<file path="src/sv/oamdma_pkg.sv">
package oamdma_pkg;

  typedef enum logic [1:0] {
    OpDmaWrite = 2'd0,
    OpStart    = 2'd1,
    OpTick     = 2'd2,
    OpAccess   = 2'd3
  } op_e;

  typedef enum logic [1:0] {
    ActPass     = 2'd0,
    ActRedirect = 2'd1,
    ActBlock    = 2'd2
  } act_e;

  typedef struct packed {
    op_e         op;
    logic        is_write;
    logic [15:0] address;
    logic [7:0]  value;
    logic        vram_read_lock;
    logic        vram_write_lock;
    logic        sprite_read_lock;
    logic        sprite_write_lock;
  } item_t;

  typedef struct packed {
    act_e        access_action;
    logic [15:0] target_address;
    logic [15:0] copy_destination;
    logic        copy_valid;
    logic        transfer_done;
    logic [7:0]  dma_page;
    logic        dma_busy;
  } result_t;

endpackage

</file>
<file path="src/sv/oamdma_in_stage.sv">
module oamdma_in_stage (
  input  logic                clk_i,
  input  logic                rst_ni,
  input  logic                valid_i,
  output logic                stall_o,
  input  oamdma_pkg::item_t   item_i,
  output logic                valid_o,
  input  logic                take_i,
  output oamdma_pkg::item_t   item_o
);

  logic              valid_q;
  oamdma_pkg::item_t item_q;
  logic              load;

  // stage can load when empty or when its item moves on this cycle
  assign stall_o = valid_q && !take_i;
  assign load    = valid_i && !stall_o;

  always_ff @(posedge clk_i or negedge rst_ni) begin
    if (!rst_ni) begin
      valid_q <= 1'b0;
    end else if (load) begin
      valid_q <= 1'b1;
    end else if (take_i) begin
      valid_q <= 1'b0;
    end
  end

  always_ff @(posedge clk_i) begin
    if (load) begin
      item_q <= item_i;
    end
  end

  assign valid_o = valid_q;
  assign item_o  = item_q;

endmodule

</file>
<file path="src/sv/oamdma_engine.sv">
module oamdma_engine (
  input  logic                clk_i,
  input  logic                rst_ni,
  input  logic                cfg_we_i,
  input  logic                cfg_wdata_i,
  input  logic                fire_i,
  input  oamdma_pkg::item_t   item_i,
  output oamdma_pkg::result_t result_o
);

  localparam logic [7:0]  FoldPage   = 8'hE0;
  localparam logic [7:0]  FoldOffset = 8'h20;
  localparam logic [7:0]  SpriteHi   = 8'hFE;
  localparam logic [7:0]  LastOffset = 8'h9F;
  localparam logic [15:0] VideoLo    = 16'h8000;
  localparam logic [15:0] VideoHi    = 16'h9FFF;
  localparam logic [15:0] SpriteLo   = 16'hFE00;
  localparam logic [15:0] SpriteEnd  = 16'hFE9F;
  localparam logic [15:0] MainLoEnd  = 16'h7FFF;
  localparam logic [15:0] MainHiLo   = 16'hA000;
  localparam logic [15:0] MainHiEnd  = 16'hDFFF;

  logic        rom_loaded_q;
  logic [7:0]  page_q, page_d;
  logic        pending_q, pending_d;
  logic        running_q, running_d;
  logic [15:0] src_q, src_d;
  logic        video_q, video_d;

  always_comb begin
    logic [7:0] pg;
    logic       a_video;
    logic       a_sprite;
    logic       a_main;
    logic       redirect;
    logic       blocked;

    page_d    = page_q;
    pending_d = pending_q;
    running_d = running_q;
    src_d     = src_q;
    video_d   = video_q;

    result_o                  = '0;
    result_o.access_action    = oamdma_pkg::ActPass;

    pg       = (item_i.value >= FoldPage) ? item_i.value - FoldOffset : item_i.value;
    a_video  = (item_i.address >= VideoLo) && (item_i.address <= VideoHi);
    a_sprite = (item_i.address >= SpriteLo) && (item_i.address <= SpriteEnd);
    a_main   = (item_i.address <= MainLoEnd) ||
               ((item_i.address >= MainHiLo) && (item_i.address <= MainHiEnd));
    redirect = 1'b0;
    blocked  = 1'b0;

    case (item_i.op)
      oamdma_pkg::OpDmaWrite: begin
        page_d = item_i.value;
        if (!running_q && !pending_q) begin
          src_d     = {pg, 8'h00};
          video_d   = ({pg, 8'h00} >= VideoLo) && ({pg, 8'h00} <= VideoHi);
          pending_d = 1'b1;
        end
      end
      oamdma_pkg::OpStart: begin
        if (pending_q) begin
          pending_d = 1'b0;
          running_d = 1'b1;
        end
      end
      oamdma_pkg::OpTick: begin
        if (running_q) begin
          result_o.target_address   = src_q;
          result_o.copy_destination = {SpriteHi, src_q[7:0]};
          result_o.copy_valid       = 1'b1;
          if (src_q[7:0] == LastOffset) begin
            running_d              = 1'b0;
            result_o.transfer_done = 1'b1;
          end else begin
            src_d = src_q + 16'd1;
          end
        end
      end
      oamdma_pkg::OpAccess: begin
        if (running_q) begin
          redirect = a_sprite || (video_q ? a_video : a_main);
        end
        if (redirect) begin
          result_o.access_action  = oamdma_pkg::ActRedirect;
          result_o.target_address = src_q;
        end else begin
          if (item_i.is_write) begin
            blocked = (rom_loaded_q && a_video && item_i.vram_write_lock) ||
                      (rom_loaded_q && a_sprite && item_i.sprite_write_lock);
          end else begin
            // sprite read lock applies even before program load
            blocked = (rom_loaded_q && a_video && item_i.vram_read_lock) ||
                      (a_sprite && item_i.sprite_read_lock);
          end
          result_o.access_action  = blocked ? oamdma_pkg::ActBlock : oamdma_pkg::ActPass;
          result_o.target_address = item_i.address;
        end
      end
      default: begin
      end
    endcase

    result_o.dma_page = page_d;
    result_o.dma_busy = pending_d || running_d;
  end

  always_ff @(posedge clk_i or negedge rst_ni) begin
    if (!rst_ni) begin
      rom_loaded_q <= 1'b0;
      page_q       <= '0;
      pending_q    <= 1'b0;
      running_q    <= 1'b0;
      src_q        <= '0;
      video_q      <= 1'b0;
    end else begin
      if (cfg_we_i) begin
        rom_loaded_q <= cfg_wdata_i;
      end
      if (fire_i) begin
        page_q    <= page_d;
        pending_q <= pending_d;
        running_q <= running_d;
        src_q     <= src_d;
        video_q   <= video_d;
      end
    end
  end

endmodule

</file>
<file path="src/sv/oamdma_out_stage.sv">
module oamdma_out_stage (
  input  logic                clk_i,
  input  logic                rst_ni,
  input  logic                valid_i,
  output logic                ready_o,
  input  oamdma_pkg::result_t result_i,
  output logic                valid_o,
  input  logic                stall_i,
  output oamdma_pkg::result_t result_o
);

  logic                valid_q;
  oamdma_pkg::result_t result_q;
  logic                load;

  assign ready_o = !valid_q || !stall_i;
  assign load    = valid_i && ready_o;

  always_ff @(posedge clk_i or negedge rst_ni) begin
    if (!rst_ni) begin
      valid_q <= 1'b0;
    end else if (ready_o) begin
      valid_q <= valid_i;
    end
  end

  always_ff @(posedge clk_i) begin
    if (load) begin
      result_q <= result_i;
    end
  end

  assign valid_o  = valid_q;
  assign result_o = result_q;

endmodule

</file>
<file path="src/sv/oam_dma_bus_arbiter_unit.sv">
// Sprite-table DMA engine and CPU bus arbiter.
// Input channel (in_valid_i / in_stall_o) carries one item per bus event:
// DMA register write, start, transfer tick or CPU access. Every item
// produces exactly one result item on the output channel
// (out_valid_o / out_stall_i) with the access decision, addresses,
// copy strobes and the DMA page/busy status after that item.
// An accepted item passes two register stages (input register, result
// register) with the decode and DMA state update in between.
// Throughput: one item per cycle while the receiver does not stall.
// DMA state advances when an item moves from the input register into the
// result register, so results stay in input order.
// When the receiver stalls, the result register holds and the input
// register keeps one more item; in_stall_o rises only when both are full.
// Reset (rst_ni low, async) clears both stages, the DMA state and
// rom_loaded. cfg_we_i/cfg_wdata_i write rom_loaded; write only while idle.
module oam_dma_bus_arbiter_unit (
  input  logic        clk_i,
  input  logic        rst_ni,
  input  logic        cfg_we_i,
  input  logic        cfg_wdata_i,
  input  logic        in_valid_i,
  output logic        in_stall_o,
  input  logic [1:0]  operation_i,
  input  logic        is_write_i,
  input  logic [15:0] address_i,
  input  logic [7:0]  value_i,
  input  logic        vram_read_lock_i,
  input  logic        vram_write_lock_i,
  input  logic        sprite_read_lock_i,
  input  logic        sprite_write_lock_i,
  output logic        out_valid_o,
  input  logic        out_stall_i,
  output logic [1:0]  access_action_o,
  output logic [15:0] target_address_o,
  output logic [15:0] copy_destination_o,
  output logic        copy_valid_o,
  output logic        transfer_done_o,
  output logic [7:0]  dma_page_o,
  output logic        dma_busy_o
);

  oamdma_pkg::item_t   in_item;
  oamdma_pkg::item_t   s1_item;
  oamdma_pkg::result_t eng_result;
  oamdma_pkg::result_t out_result;
  logic                s1_valid;
  logic                out_ready;
  logic                fire;

  always_comb begin
    in_item                   = '0;
    in_item.op                = oamdma_pkg::op_e'(operation_i);
    in_item.is_write          = is_write_i;
    in_item.address           = address_i;
    in_item.value             = value_i;
    in_item.vram_read_lock    = vram_read_lock_i;
    in_item.vram_write_lock   = vram_write_lock_i;
    in_item.sprite_read_lock  = sprite_read_lock_i;
    in_item.sprite_write_lock = sprite_write_lock_i;
  end

  assign fire = s1_valid && out_ready;

  oamdma_in_stage u_in (
    .clk_i   (clk_i),
    .rst_ni  (rst_ni),
    .valid_i (in_valid_i),
    .stall_o (in_stall_o),
    .item_i  (in_item),
    .valid_o (s1_valid),
    .take_i  (fire),
    .item_o  (s1_item)
  );

  oamdma_engine u_eng (
    .clk_i       (clk_i),
    .rst_ni      (rst_ni),
    .cfg_we_i    (cfg_we_i),
    .cfg_wdata_i (cfg_wdata_i),
    .fire_i      (fire),
    .item_i      (s1_item),
    .result_o    (eng_result)
  );

  oamdma_out_stage u_out (
    .clk_i    (clk_i),
    .rst_ni   (rst_ni),
    .valid_i  (s1_valid),
    .ready_o  (out_ready),
    .result_i (eng_result),
    .valid_o  (out_valid_o),
    .stall_i  (out_stall_i),
    .result_o (out_result)
  );

  assign access_action_o    = out_result.access_action;
  assign target_address_o   = out_result.target_address;
  assign copy_destination_o = out_result.copy_destination;
  assign copy_valid_o       = out_result.copy_valid;
  assign transfer_done_o    = out_result.transfer_done;
  assign dma_page_o         = out_result.dma_page;
  assign dma_busy_o         = out_result.dma_busy;

endmodule

</file>
<file path="config.mk">
export PLATFORM = sky130hd
export DESIGN_NAME = oam_dma_bus_arbiter_unit
export DESIGN_NICKNAME = d
export VERILOG_FILES = /design/src/sv/oamdma_pkg.sv /design/src/sv/oamdma_in_stage.sv /design/src/sv/oamdma_engine.sv /design/src/sv/oamdma_out_stage.sv /design/src/sv/oam_dma_bus_arbiter_unit.sv
export SDC_FILE = /design/constraint.sdc
export NUM_CORES = 1
export LEC_CHECK = 0
export ABC_CLOCK_PERIOD_IN_PS = 3300
export BUFFER_PORTS_ARGS = -buffer_cell sky130_fd_sc_hd__buf_4
export CAP_MARGIN = 20
export CORE_UTILIZATION = 35
export CTS_CLUSTER_DIAMETER = 50
export DETAILED_ROUTE_END_ITERATION = 12
export SETUP_SLACK_MARGIN = 0.02
export SYNTH_ARGS = -nofsm -noshare
export SYNTH_HDL_FRONTEND = slang
export SYNTH_HIERARCHICAL = 1
export SYNTH_SLANG_ARGS = --single-unit
export TNS_END_PERCENT = 100
</file>
<file path="constraint.sdc">
create_clock -name clk_i -period 3.3 [get_ports clk_i]
set_clock_uncertainty 0.2 [all_clocks]
set_input_delay 0.66 -clock clk_i [delete_from_list [all_inputs] [get_ports clk_i]]
set_output_delay 0.66 -clock clk_i [all_outputs]
set_load 0.01 [all_outputs]
</file>
After elaboration in Yosys (flattened, before gate mapping)
Index checks and enable logic that the tools add are counted.

operators by class
  bitwise operators = 1
  $lt $le $gt $ge = 10
  $add $sub $neg = 2
  mux-type cells = 25
  reductions and logical operators = 33
  equality and inequality tests = 7

operator list
  operator                                               number
  >= comparator 16 bit, second input constant            4
  <= comparator 16 bit, second input constant            4
  one-hot mux 16 bit (2 select lines)                    2
  2-to-1 mux 16 bit                                      3
  2-to-1 mux 34 bit                                      1
  2-to-1 mux 17 bit                                      1
  adder 16 x 1 -> 16 bit, second input constant          1
  <= comparator 16 x 15 -> 1 bit, second input constant  1
  2-to-1 mux 8 bit                                       2
  logical AND 1 bit                                      14
  2-to-1 mux 1 bit                                       13
  equality test 8 bit, second input constant             1
  >= comparator 8 bit, second input constant             1
  subtractor 8 x 6 -> 8 bit, second input constant       1
  logical NOT 1 bit                                      6
  logical OR 1 bit                                       6
  AND reduction 5 bit                                    1
  equality test 2 bit, second input constant             2
  inequality test 2 x 1 -> 1 bit, second input constant  2
  one-hot mux 1 bit (2 select lines)                     2
  nonzero test 2 bit                                     2
  AND reduction 3 bit                                    1
  equality test 2 x 1 -> 1 bit, second input constant    1
  logical NOT 2 bit                                      1
  other kinds (5)                                        5

word-level totals
  flip-flop bits (word level) = 106
  word-level logic and storage cells = 103
  output and inout port bits = 47
  bits of input ports = 37

Depth between registers and ports, before layout
Gate-level depths: netlist of run 1.

  depth after elaboration = 12
  depth in mapped cells = 8
  mapped depth without buffers = 7

Cells and area by module
The synthesis of run 1 kept the hierarchy.

by module, submodules not included
  module                    cells each  area an instance (µm²)  instances  sequential area each (µm²)
  oamdma_engine             238         2124.5                  1          700.7
  oamdma_out_stage          49          1398.8                  1          1376.3
  oamdma_in_stage           36          988.4                   1          955.9
  oam_dma_bus_arbiter_unit  1           6.3                     1          0.0

Least setup slack after synthesis of run 1
Ideal clock, no wire load.

  path type = input-to-reg
  from = input out_stall_i
  to = register u_out.result_q (netlist bit u_out/result_o[0]) (enable)
  buffers on the path = 0
  required time = 2.683 ns
  setup time = 0.417 ns
  stages = 1
  setup slack = 0.706 ns
  arrival time = 1.977 ns
  cells stage by stage = a21boi_2

on the way
  cells in the longest elaborated chain, start to end = 3

ends and longest elaborated chain
  item                  line                            source
  from (decl)           oam_dma_bus_arbiter_unit.sv:32  input logic out_stall_i,
  logical NOT 1 bit     oamdma_out_stage.sv:16          assign ready_o = !valid_q || !stall_i;
  logical OR 1 bit      oamdma_out_stage.sv:16
  logical AND 1 bit     oamdma_out_stage.sv:17          assign load = valid_i && ready_o;
  to (signal assigned)  oamdma_out_stage.sv:29          result_q <= result_i;
  to (decl)             oamdma_out_stage.sv:13          oamdma_pkg::result_t result_q;

Every way passes these cells.
A chain may end at the register's enable or synchronous reset.

Final worst setup path of run 1
  from = register u_in.item_q (netlist bit u_in/item_o[29])
  to = register u_eng.src_q[12]

on the way
  cells in the longest elaborated chain, start to end = 3
  elaborated cells between the ends (all ways) = 8
  classes of those cells = 4 x eq/ne; 1 x mux; 3 x reduce/logical

ends and longest elaborated chain
  item                                                                           line                   source
  from (decl)                                                                    oamdma_in_stage.sv:13  oamdma_pkg::item_t item_q;
  from (signal assigned)                                                         oamdma_in_stage.sv:32  item_q <= item_i;
  equality test 2 bit or logical NOT 2 bit (tied branches)                       oamdma_engine.sv:55    case (item_i.op)
  inequality test 2 x 1 -> 1 bit (no source line), or another cell as far along  --
  AND reduction 5 bit (no source line)                                           --
  to (signal assigned)                                                           oamdma_engine.sv:127   src_q <= src_d;
  to (decl)                                                                      oamdma_engine.sv:27    logic [15:0] src_q, src_d;

Parallel ways exist; a longest one is shown, timed or not.

==> results_dict.tcl, run 1 <==
set metrics [dict create \
    maxCapViolations 0 \
    drc 2 \
    dieArea_sq_mm 0.0134 \
    wl_met2_um 4350 \
    overflow 0 \
    run_status "finished, violations left" \
    met3_length_um 401 \
    final_util_pct 43.9 \
    relSlewSlack_pct 60.5 \
    regArea_sq_mm 0.00303 \
    finalSetupTns_ns 0 \
    synthTopCellsByCount "76 x edfxtp_1, 30 x dfrtp_1, 29 x nand2_1" \
    fin_nets 446 \
    final_max_slew_viol_count 0 \
    die_h_um 116 \
    p_leak_nw 2.24 \
    yosys_warnings 6 \
    design.core.area_sq_mm 0.0126 \
    dp_cells 563 \
    hp-class "in -> async" \
    die_w_um 116 \
    grt_max_degree 46 \
    vias_per_cell 4.84 \
    ys_async_sr_fraction_pct 28.3 \
    p_sw_mw 0.875 \
    rsz0062_at_grt "no" \
    dpl.hpwl_um 6240 \
    syn_avg_cell_area_sq_um 13.9 \
    firstDrtPassIters 8 \
    clkPwrFrac_pct 28.6 \
    switching_share_pct 26.3 \
    ys_seq_area_share_pct 67.1 \
    wirelength_um 8970 \
    final_cells 580 \
    antenna_left 0 \
    nFillCells 1213 \
    rows 41 \
    required_ns 3.38 \
    area_delta_synth_final_pct 22.7 \
    cts_tree "done" \
    fmax_mhz 406 \
    fin_crit_sh_pct 74.6 \
    finalPower_mw 3.33 \
    yosys-top-cells-area "edfxtp_1 51%, dfrtp_1 17%, mux2_2 4.2%" \
    synthesis.nets 367 \
    yosys.area.top_type_share_pct 50.5 \
    start_kind "flip-flop" \
    cp-end-kind "flip-flop" \
    synth_enable_flop_cells 76 \
    cp_max_fo 12 \
    top_layer_used "met4" \
    grt_pass1_wl_um 14400 \
    cts_post_setup_buffers_inserted 0 \
    clock-root-buffer "clkbuf_16" \
    p_comb_share_pct 16.4 \
    cts-hold-fix-buffers 0 \
    ir_worst_vdd_v 0.000210 \
    clkSinkCount 106 \
    clk_pin_slew_ns 0.06 \
    min_period_ns 2.46 \
    cts_buffers 9 \
    dominantRegCellSynth "edfxtp_1" \
    diodes 0 \
    grt_antenna_before_repair 0 \
    synth_top_area_cell "edfxtp_1" \
    drt-met1-wl_um 4030 \
    first_global_vias 2743 \
    first_iter_violations 186 \
    multiInputGateArea_sq_mm 0.00135 \
    synth_area_sq_mm 0.00452 \
    grt.total_usage_pct 14.6 \
    drive_above_1_share_pct 32.6 \
    post_cts_resize_count 0 \
    violations "DRC" \
    ios 84 \
    synthCells 324 \
    setup_viol 0 \
    critical_path_arrival_ns 2.55 \
    p_int_mw 2.45 \
    crit_type "reg -> reg" \
    start_util_pct 35.8 \
    hold_viol_final 0 \
    synthMostInstantiatedCell "edfxtp_1" \
    synthDistinctLibCells 56 \
    gp_congestion 0.809 \
    power_frac_seq_pct 55.0 \
    wl_per_cell_um 15.5 \
    htree_levels 3 \
    p_per_area_mw_per_mm2 600 \
    ys_ff_latch 106 \
    clk_latency_ns 0.35 \
    vias 2808 \
    tightest_slew_ns 0.593 \
    port_buffers 83 \
    clockBufferDepth 2 \
]
[worst paths after layout]
path                                  from              end  slack, ns  cells past startpoint
setup / recovery           u_in/item_o[29]  u_eng/src_q[12]       0.84                      7
hold / removal                      rst_ni  u_eng/page_q[7]       0.04                      1
setup reg to reg           u_in/item_o[29]  u_eng/src_q[12]       0.84                      7
hold reg to reg            u_eng/page_q[5]  u_eng/page_q[5]       0.28                      2
max in group asynchronous           rst_ni   u_eng/src_q[6]       2.55                      1
min in group clk_i           address_i[12]  u_in/item_o[24]       0.28                      1
[per-stage QoR]
step           hold slack (ns)  worst slack, ns  cell area [sq um]
2_1_floorplan            0.164            0.706               4520
3_3_place_gp             0.266            0.751               5280
3_5_place_dp             0.273            0.694               5280
4_1_cts                 0.0595            0.808               5530
5_1_grt                 0.0711            0.601               5540
6_report                0.0445            0.837               5540
[critical path, cell delays in order, from the launching register on]
cell and delay [ns]:
edfxtp_1 0.38, inv_1 0.07, ha_1 0.39, nand4b_1 0.34
a21oi_4 0.32, nor2_4 0.10, or4b_1 0.52, nand4_1 0.09
[cell type report]
class	instances	area share [%]
Clock buffer	13	4.34
Multi-Input combinational cell	191	24.3
Clock inverter	3	0.316
Sequential cell	106	54.7
Tap cell	172	3.88
Timing Repair Buffer	88	11.9
Inverter	7	0.474
[power by group through the flow]
stage / clock (mW) / sequential [mW] / combinational [mW]
after floorplan: 0 / 1.83 / 0.318
after global placement: 0 / 1.85 / 0.541
after detailed placement: 0 / 1.86 / 0.552
after CTS: 0.987 / 1.83 / 0.555
after global routing: 1.03 / 1.86 / 0.609
final: 0.950 / 1.83 / 0.547
[sequential cells by signal, summed over array words and instances, names as in the netlist]
register	flops
u_out/result_o	45
u_eng/src_q	16
u_out/valid_o	1
u_eng/rom_loaded_q	1
u_eng/page_q	8
u_eng/video_q	1
u_eng/pending_q	1
u_eng/running_q	1
u_in/valid_o	1
u_in/item_o	31
[metal layers]
layer  up-vias  track usage [%]
met4         0             6.92
met5         -                0
li1       1371                -
met2        76             23.7
met3        13             3.45
met1      1348             18.6
[cells by family after synthesis]
family | count (synthesis) | share of synthesized area (%)
AO/OA/AOI/OAI | 57 | 9.17
XOR/XNOR | 6 | 1.16
adder cells (fa/ha/maj) | 6 | 1.66
buffers and inverters | 27 | 3.18
flip-flops | 106 | 67.1
multiplexers | 17 | 4.24
other | 1 | 0.0830
AND/OR/NAND/NOR | 104 | 13.4
[layout by cell type, fill, tap and decap left out, types with 5 or more instances in the layout]
| master | instances |
|---|---|
| a21oi_1 | 9 |
| a22o_1 | 15 |
| a31oi_1 | 5 |
| and3_1 | 11 |
| buf_4 | 88 |
| clkbuf_16 | 9 |
| dfrtp_1 | 30 |
| edfxtp_1 | 76 |
| ha_1 | 6 |
| inv_1 | 7 |
| mux2_2 | 17 |
| nand2_1 | 29 |
| nand3_1 | 8 |
| nand4_1 | 8 |
| nor2_1 | 13 |
| o21ai_0 | 10 |
No activity file was read; power rests on OpenSTA's default activity.
==> inputs of run 2 (changes only) <==
- ABC_CLOCK_PERIOD_IN_PS: 3300 -> 2600
- clock period: 3.3 -> 2.6 ns (I/O delays scaled with it)
==> results_dict.tcl, run 2 (synthesis results as in run 1) <==
set metrics [dict create \
    die_h_um 116 \
    fmax_mhz 428 \
    dpl.hpwl_um 6340 \
    vias_per_cell 4.84 \
    power_frac_seq_pct 50.2 \
    clk_pin_slew_ns 0.07 \
    grt_max_degree 46 \
    ir_worst_vdd_v 0.000299 \
    drc 2 \
    layout.cells.most_common_list "93 x buf_4, 76 x edfxtp_1, 30 x dfrtp_1" \
    finalSetupTns_ns 0 \
    area_delta_synth_final_pct 26.0 \
    start_kind "flip-flop" \
    first_global_vias 2891 \
    setup_viol 0 \
    tightest_slew_ns 0.537 \
    fin_nets 453 \
    cp-end-kind "flip-flop" \
    min_period_ns 2.33 \
    worstHoldPathCells 1 \
    cts_buffers 9 \
    dieArea_sq_mm 0.0134 \
    p_leak_nw 2.32 \
    reg2reg_setup_slack_ns 0.27 \
    clock-root-buffer "clkbuf_16" \
    required_ns 2.68 \
    grt_pass1_wl_um 14600 \
    hp-class "in -> reg" \
    fin_crit_sh_pct 89.8 \
    antenna_left 0 \
    die_w_um 116 \
    start_util_pct 35.8 \
    maxCapViolations 0 \
    crit_type "reg -> reg" \
    largest_reg_flops 45 \
    firstDrtPassIters 8 \
    violations "DRC" \
    clockBufferDepth 2 \
    whs_ns 0.143 \
    grt_antenna_before_repair 0 \
    p_int_mw 3.42 \
    p_comb_share_pct 16.2 \
    vias 2844 \
    p_per_area_mw_per_mm2 806 \
    run_status "finished, violations left" \
    reg2reg_to "u_eng/src_q[12]" \
    rsz0062_at_grt "no" \
    cts_tree "done" \
    design.core.area_sq_mm 0.0126 \
    htree_levels 3 \
    relSlewSlack_pct 64.2 \
    p_sw_mw 1.17 \
    final_common_cell "buf_4" \
    drive_above_1_share_pct 34.2 \
    cts_post_setup_buffers_inserted 0 \
    port_buffers 83 \
    cts-hold-fix-buffers 1 \
    r2r-start "u_in/item_o[29]" \
    wl_per_cell_um 15.5 \
    first_iter_violations 101 \
    min_to "u_in/item_o[5]" \
    hold_viol_final 0 \
    switching_share_pct 25.4 \
    grt.total_usage_pct 14.6 \
    cp_max_fo 10 \
    ios 84 \
    clkPwrFrac_pct 33.6 \
    rows 41 \
    wirelength_um 9110 \
    clkSinkCount 106 \
    critical_path_arrival_ns 2.42 \
    final_max_slew_viol_count 0 \
    hold_start "value_i[1]" \
    overflow 0 \
    clk_latency_ns 0.35 \
    diodes 0 \
    post_cts_resize_count 0 \
    worstRegToRegCells 7 \
    gp_congestion 0.808 \
]
==> run 2: worst max path at each step <==
stage                          from                  to  slack (ns)
floorplan               out_stall_i   u_out/result_o[0]        0.15
CTS                 u_in/item_o[26]  u_out/result_o[44]        0.10
global route        u_in/item_o[29]     u_eng/src_q[12]        0.12
global placement        out_stall_i     u_eng/src_q[12]        0.23
finish              u_in/item_o[29]     u_eng/src_q[12]        0.27
detailed placement  u_in/item_o[26]  u_out/result_o[44]        0.13
==> run 2: stage by stage <==
stage                     total power, mW  util [%]  area [sq um]  setup WS, ns  instances
after floorplan                      2.73         -          4520         0.146        324
after global placement               3.06      42.3          5330         0.234        569
after detailed placement             3.09      42.3          5330         0.130        569
after CTS                            4.64      45.1          5690         0.103        586
after global routing                 4.81      45.1          5690         0.116        587
final                                4.59      45.1          5690         0.266        587
==> run 2: layout make-up <==
type / instances / area, sq um
clock buffers: 9 / 225
clock inverters: 7 / 116
fillers: 1175 / 6930
inverters: 7 / 26.3
multi-input cells: 191 / 1350
flip-flops and latches: 106 / 3030
well taps: 172 / 215
repair buffers: 95 / 728
==> run 2: worst max-delay path, stage by stage, from the launching register on <==
cell      delay [ns]
edfxtp_1        0.42
inv_1           0.11
ha_1            0.29
nand4b_1        0.23
a21oi_4         0.31
nor2_4          0.12
or4b_1          0.51
nand4_1         0.09
==> run 2: routing by layer <==
metal	track usage (%)	up-vias	part of all wire, %
met5	0	-	0
met4	8.29	0	2.6
met3	2.72	16	4.7
met2	24.0	79	48
met1	18.3	1354	44
li1	-	1395	-
==> run 2: power groups by stage <==
| stage | registers (mW) | logic, mW | clock network [mW] |
|---|---|---|---|
| floorplan | 2.33 | 0.403 | 0 |
| global placement | 2.33 | 0.725 | 0 |
| detailed placement | 2.34 | 0.749 | 0 |
| CTS | 2.31 | 0.753 | 1.58 |
| global route | 2.34 | 0.827 | 1.64 |
| finish | 2.31 | 0.743 | 1.54 |
